<file path="config.mk">
export PLATFORM = sky130hd
export DESIGN_NAME = scm_ram
export DESIGN_NICKNAME = d
export VERILOG_FILES = /design/src/rtl/core/scm_ram.sv
export SDC_FILE = /design/constraint.sdc
export NUM_CORES = 2
export LEC_CHECK = 0
export BUFFER_PORTS_ARGS = -buffer_cell sky130_fd_sc_hd__buf_2
export CAP_MARGIN = 20
export CORE_MARGIN = 8
export CORE_UTILIZATION = 53
export CTS_CLUSTER_DIAMETER = 50
export DETAILED_ROUTE_END_ITERATION = 16
export GPL_TIMING_DRIVEN = 1
export PLACE_DENSITY = 0.77
export SETUP_SLACK_MARGIN = 0.3
export SYNTH_ARGS = -nofsm -noshare
export SYNTH_HDL_FRONTEND = slang
export SYNTH_SLANG_ARGS = --single-unit
</file>
<file path="constraint.sdc">
create_clock -name clk -period 13.6 [get_ports clk]
set_clock_uncertainty 0.05 [all_clocks]
set_input_delay 0.68 -clock clk [delete_from_list [all_inputs] [get_ports clk]]
set_output_delay 0.68 -clock clk [all_outputs]
set_load 0.05 [all_outputs]
</file>
<file path="src/rtl/core/scm_ram.sv">
// Generic simple dual-port RAM: one write port, one registered read port.
module scm_ram #(
  parameter int WIDTH = 80,
  parameter int DEPTH = 32
) (
  input  logic                                    clk,
  input  logic                                    we,
  input  logic [$clog2(DEPTH > 1 ? DEPTH : 2)-1:0] waddr,
  input  logic [WIDTH-1:0]                        wdata,
  input  logic [$clog2(DEPTH > 1 ? DEPTH : 2)-1:0] raddr,
  output logic [WIDTH-1:0]                        rdata
);

  logic [WIDTH-1:0] mem [DEPTH];

  always_ff @(posedge clk) begin
    if (we) begin
      mem[waddr] <= wdata;
    end
    rdata <= mem[raddr];
  end

endmodule

</file>
==> impl_metrics.ini <==
[global_route]
antenna_found_initial = 34
overflow = 0
grt_pass1_vias = 50523
grt_max_degree = 145
grt_pass1_wl_um = 356000
track_usage_pct = 24.5

[cells_and_area]
fillCellCount = 12576
nNetsFinal = 5079
multi_input_area_sq_um = 19400
seq_area_sq_um = 78500
syn2layout_area_growth_pct = 12.6
finalInstanceArea_sq_um = 111000
drive_gt1_share_pct = 20.0
instances_no_fill = 7678

[synth]
ys_types = 32
synth_flop_cell = edfxtp_1
synth_edf_count = 2560
synth_cells = 4682
yosysSeqAreaShare_pct = 79.3
yosysMostFrequentCell = edfxtp_1
synth_top_area_share_pct = 77.7
ys_top_cells_by_area = edfxtp_1, mux4_2, mux2i_1
yosysWarnings = 0
yosys.area.top_type = edfxtp_1
ys_ff_latch = 2640
syn_avg_cell_area_sq_um = 21.1
synth_area_sq_um = 98900
async_reset_ff_share_pct = 0
yosys-top-cells-count = edfxtp_1, mux2i_1, a22oi_1, mux4_2, nand3_1
syn_nets = 4774

[die]
placementRows = 158
boundaryPins = 172
core_sq_um = 185000
die_area_sq_um = 201000
die_x_um = 448
start_util_pct = 53.3
die_h_um = 448

[setup_path]
critPathSlowestCell = buf_4
cp-end-kind = flop
startpoint_type = input pin
crit_top_cell = buf_4
worstPathRequired_ns = 14.27
path_delay_family = buffers and inverters
critPathKind = in2reg
cp_data_arrival_time_ns = 4.86
path_cells = buf_8 -> buf_4 -> buf_12 -> buf_4 -> mux4_2 -> a22oi_1 -> nand4_1
cp_max_fo = 123
max_stage_delay_ns = 0.93
critPathBufInv = 4

[sta]
maxSlewViolCount = 0
grt_setup_unrepaired = false
setup_violations = 0
finalCritPeriodShare_pct = 30.8
worst_pin_slew_ns = 1.19
period_needed_ns = 4.19
hold_viol = 0
relSlewSlack_pct = 20.6
fin_setup_tns_ns = 0
whs_ns = 0.182
max_freq_mhz = 239

[outcome]
outcome = finished, final reports clean

[route]
dr.pass1.iters = 5
wl_per_cell_um = 32.7
vias = 50678
routed_wl_um = 251000
vias_per_cell = 6.60
drc_errors = 0
antenna_left = 0
drt_iter0_markers = 7299

[placement]
gp_congestion = 0.756
placed_area_sq_um = 103000
port-buffer-count = 171
dp_hpwl_um = 121000
dp_cells = 7187

[clocking]
post_cts_resize_count = 0
cts_made_buffers = 275
cts_buffer_depth = 4
postCtsSetupBuffers = 0
cts_tree = built
clkLatencyLatePin_ns = 0.90
hold_buffers = 0
cts_root_buf = clkbuf_16
clkTransAtPathRegs_ns = 0.06
cts.sinks = 2640
htreeDepth = 5

[power_and_ir_drop]
p_leak_nw = 36.5
vdd_drop_max_mv = 0.0958
powerDensity_nw_per_um2 = 154

[job]
drv_cap = 0

[hold_path]
hold_class = in2reg
## per-stage QoR
stage | setup slack [ns] | power (mW) | util, %
after floorplan | 8.35 | 9.79 | -
after global placement | 8.57 | 10.1 | 55.4
after detailed placement | 8.54 | 10.1 | 55.4
after CTS | 9.47 | 17.2 | 60.0
after global routing | 9.19 | 17.5 | 60.0
final | 9.41 | 17.1 | 60.1
## area by class of cell
type / count / area share (%)
clock buffer: 346 / 6.63
clock inverter: 123 / 0.957
timing repair buffer: 290 / 1.69
sequential: 2640 / 70.5
antenna: 19 / 0.0427
multi-input combinational: 1779 / 17.4
inverter: 1 / 0.00337
tap: 2480 / 2.79
## layer usage
layer	wire (um)	track usage [%]	vias up	part of all wire, %
li1	-	-	20241	-
met3	31100	5.94	602	12
met4	8630	8.80	18	3.4
met5	115	0	-	0.046
met1	91800	33.5	26218	37
met2	120000	38.9	3599	48
## report_power, final
part / switching (mW) / total [mW] / internal (mW)
combinational: 0.602 / 0.868 / 0.266
sequential: 0.0530 / 9.10 / 9.05
clock: 2.98 / 7.14 / 4.16
total: 3.63 / 17.1 / 13.5
## cells in the final DEF (no fill, tap or decap), types with 5 or more instances in the layout
master      synthesis  layout
mux2i_1           640     640
clkbuf_8            0      13
buf_12              0       5
a22oi_1           424     424
clkinv_1            0      48
diode_2             0      19
nand3_1           152     152
a31oi_1            44      44
a22o_1             44      44
nor2b_1            15       7
edfxtp_1         2560    2560
clkbuf_1          101      53
clkbuf_16           0     280
clkinvlp_4          0      10
nand3b_1            5       5
mux4_2            320     320
and2_1              9       7
nor2_2              2       5
buf_4              24     113
dfxtp_1            80      80
nand2_1            11      11
nor2b_4             0       7
nand4_1            46      46
buf_2             108     167
a21oi_1             8       8
clkinv_2            0      36
bufinv_16           0      17
nor2_4              0      37
## cells by family after synthesis
logic type	count (synthesis)	share of synthesized area, %
AOI/OAI and AO/OA	524	3.96
and+or+nand+nor	295	1.55
DFF	2640	79.3
buffers and inverters	263	1.38
muxes	960	13.8
## state kept, by name (all words and copies together), names as in the netlist
signal and count:
rdata 80, mem 2560
## worst register-to-register path: cells and delay by family, from the launching register on
| kind | cells | cell delay [ns] |
|---|---|---|
| muxes | 1 | 0.50 |
| and+or+nand+nor | 1 | 0.19 |
| DFF | 1 | 0.39 |
| AOI/OAI and AO/OA | 2 | 0.40 |
## path summary, 6_finish.rpt
check               from    endpoint  slack (ns)  cells past startpoint
max             raddr[0]   rdata[74]        9.41                      7
min             wdata[3]  mem[18][3]        0.18                      1
max reg2reg  mem[15][57]   rdata[57]       11.90                      4
min reg2reg  mem[20][41]   rdata[41]        0.63                      4
No activity file was read; power rests on OpenSTA's default activity.
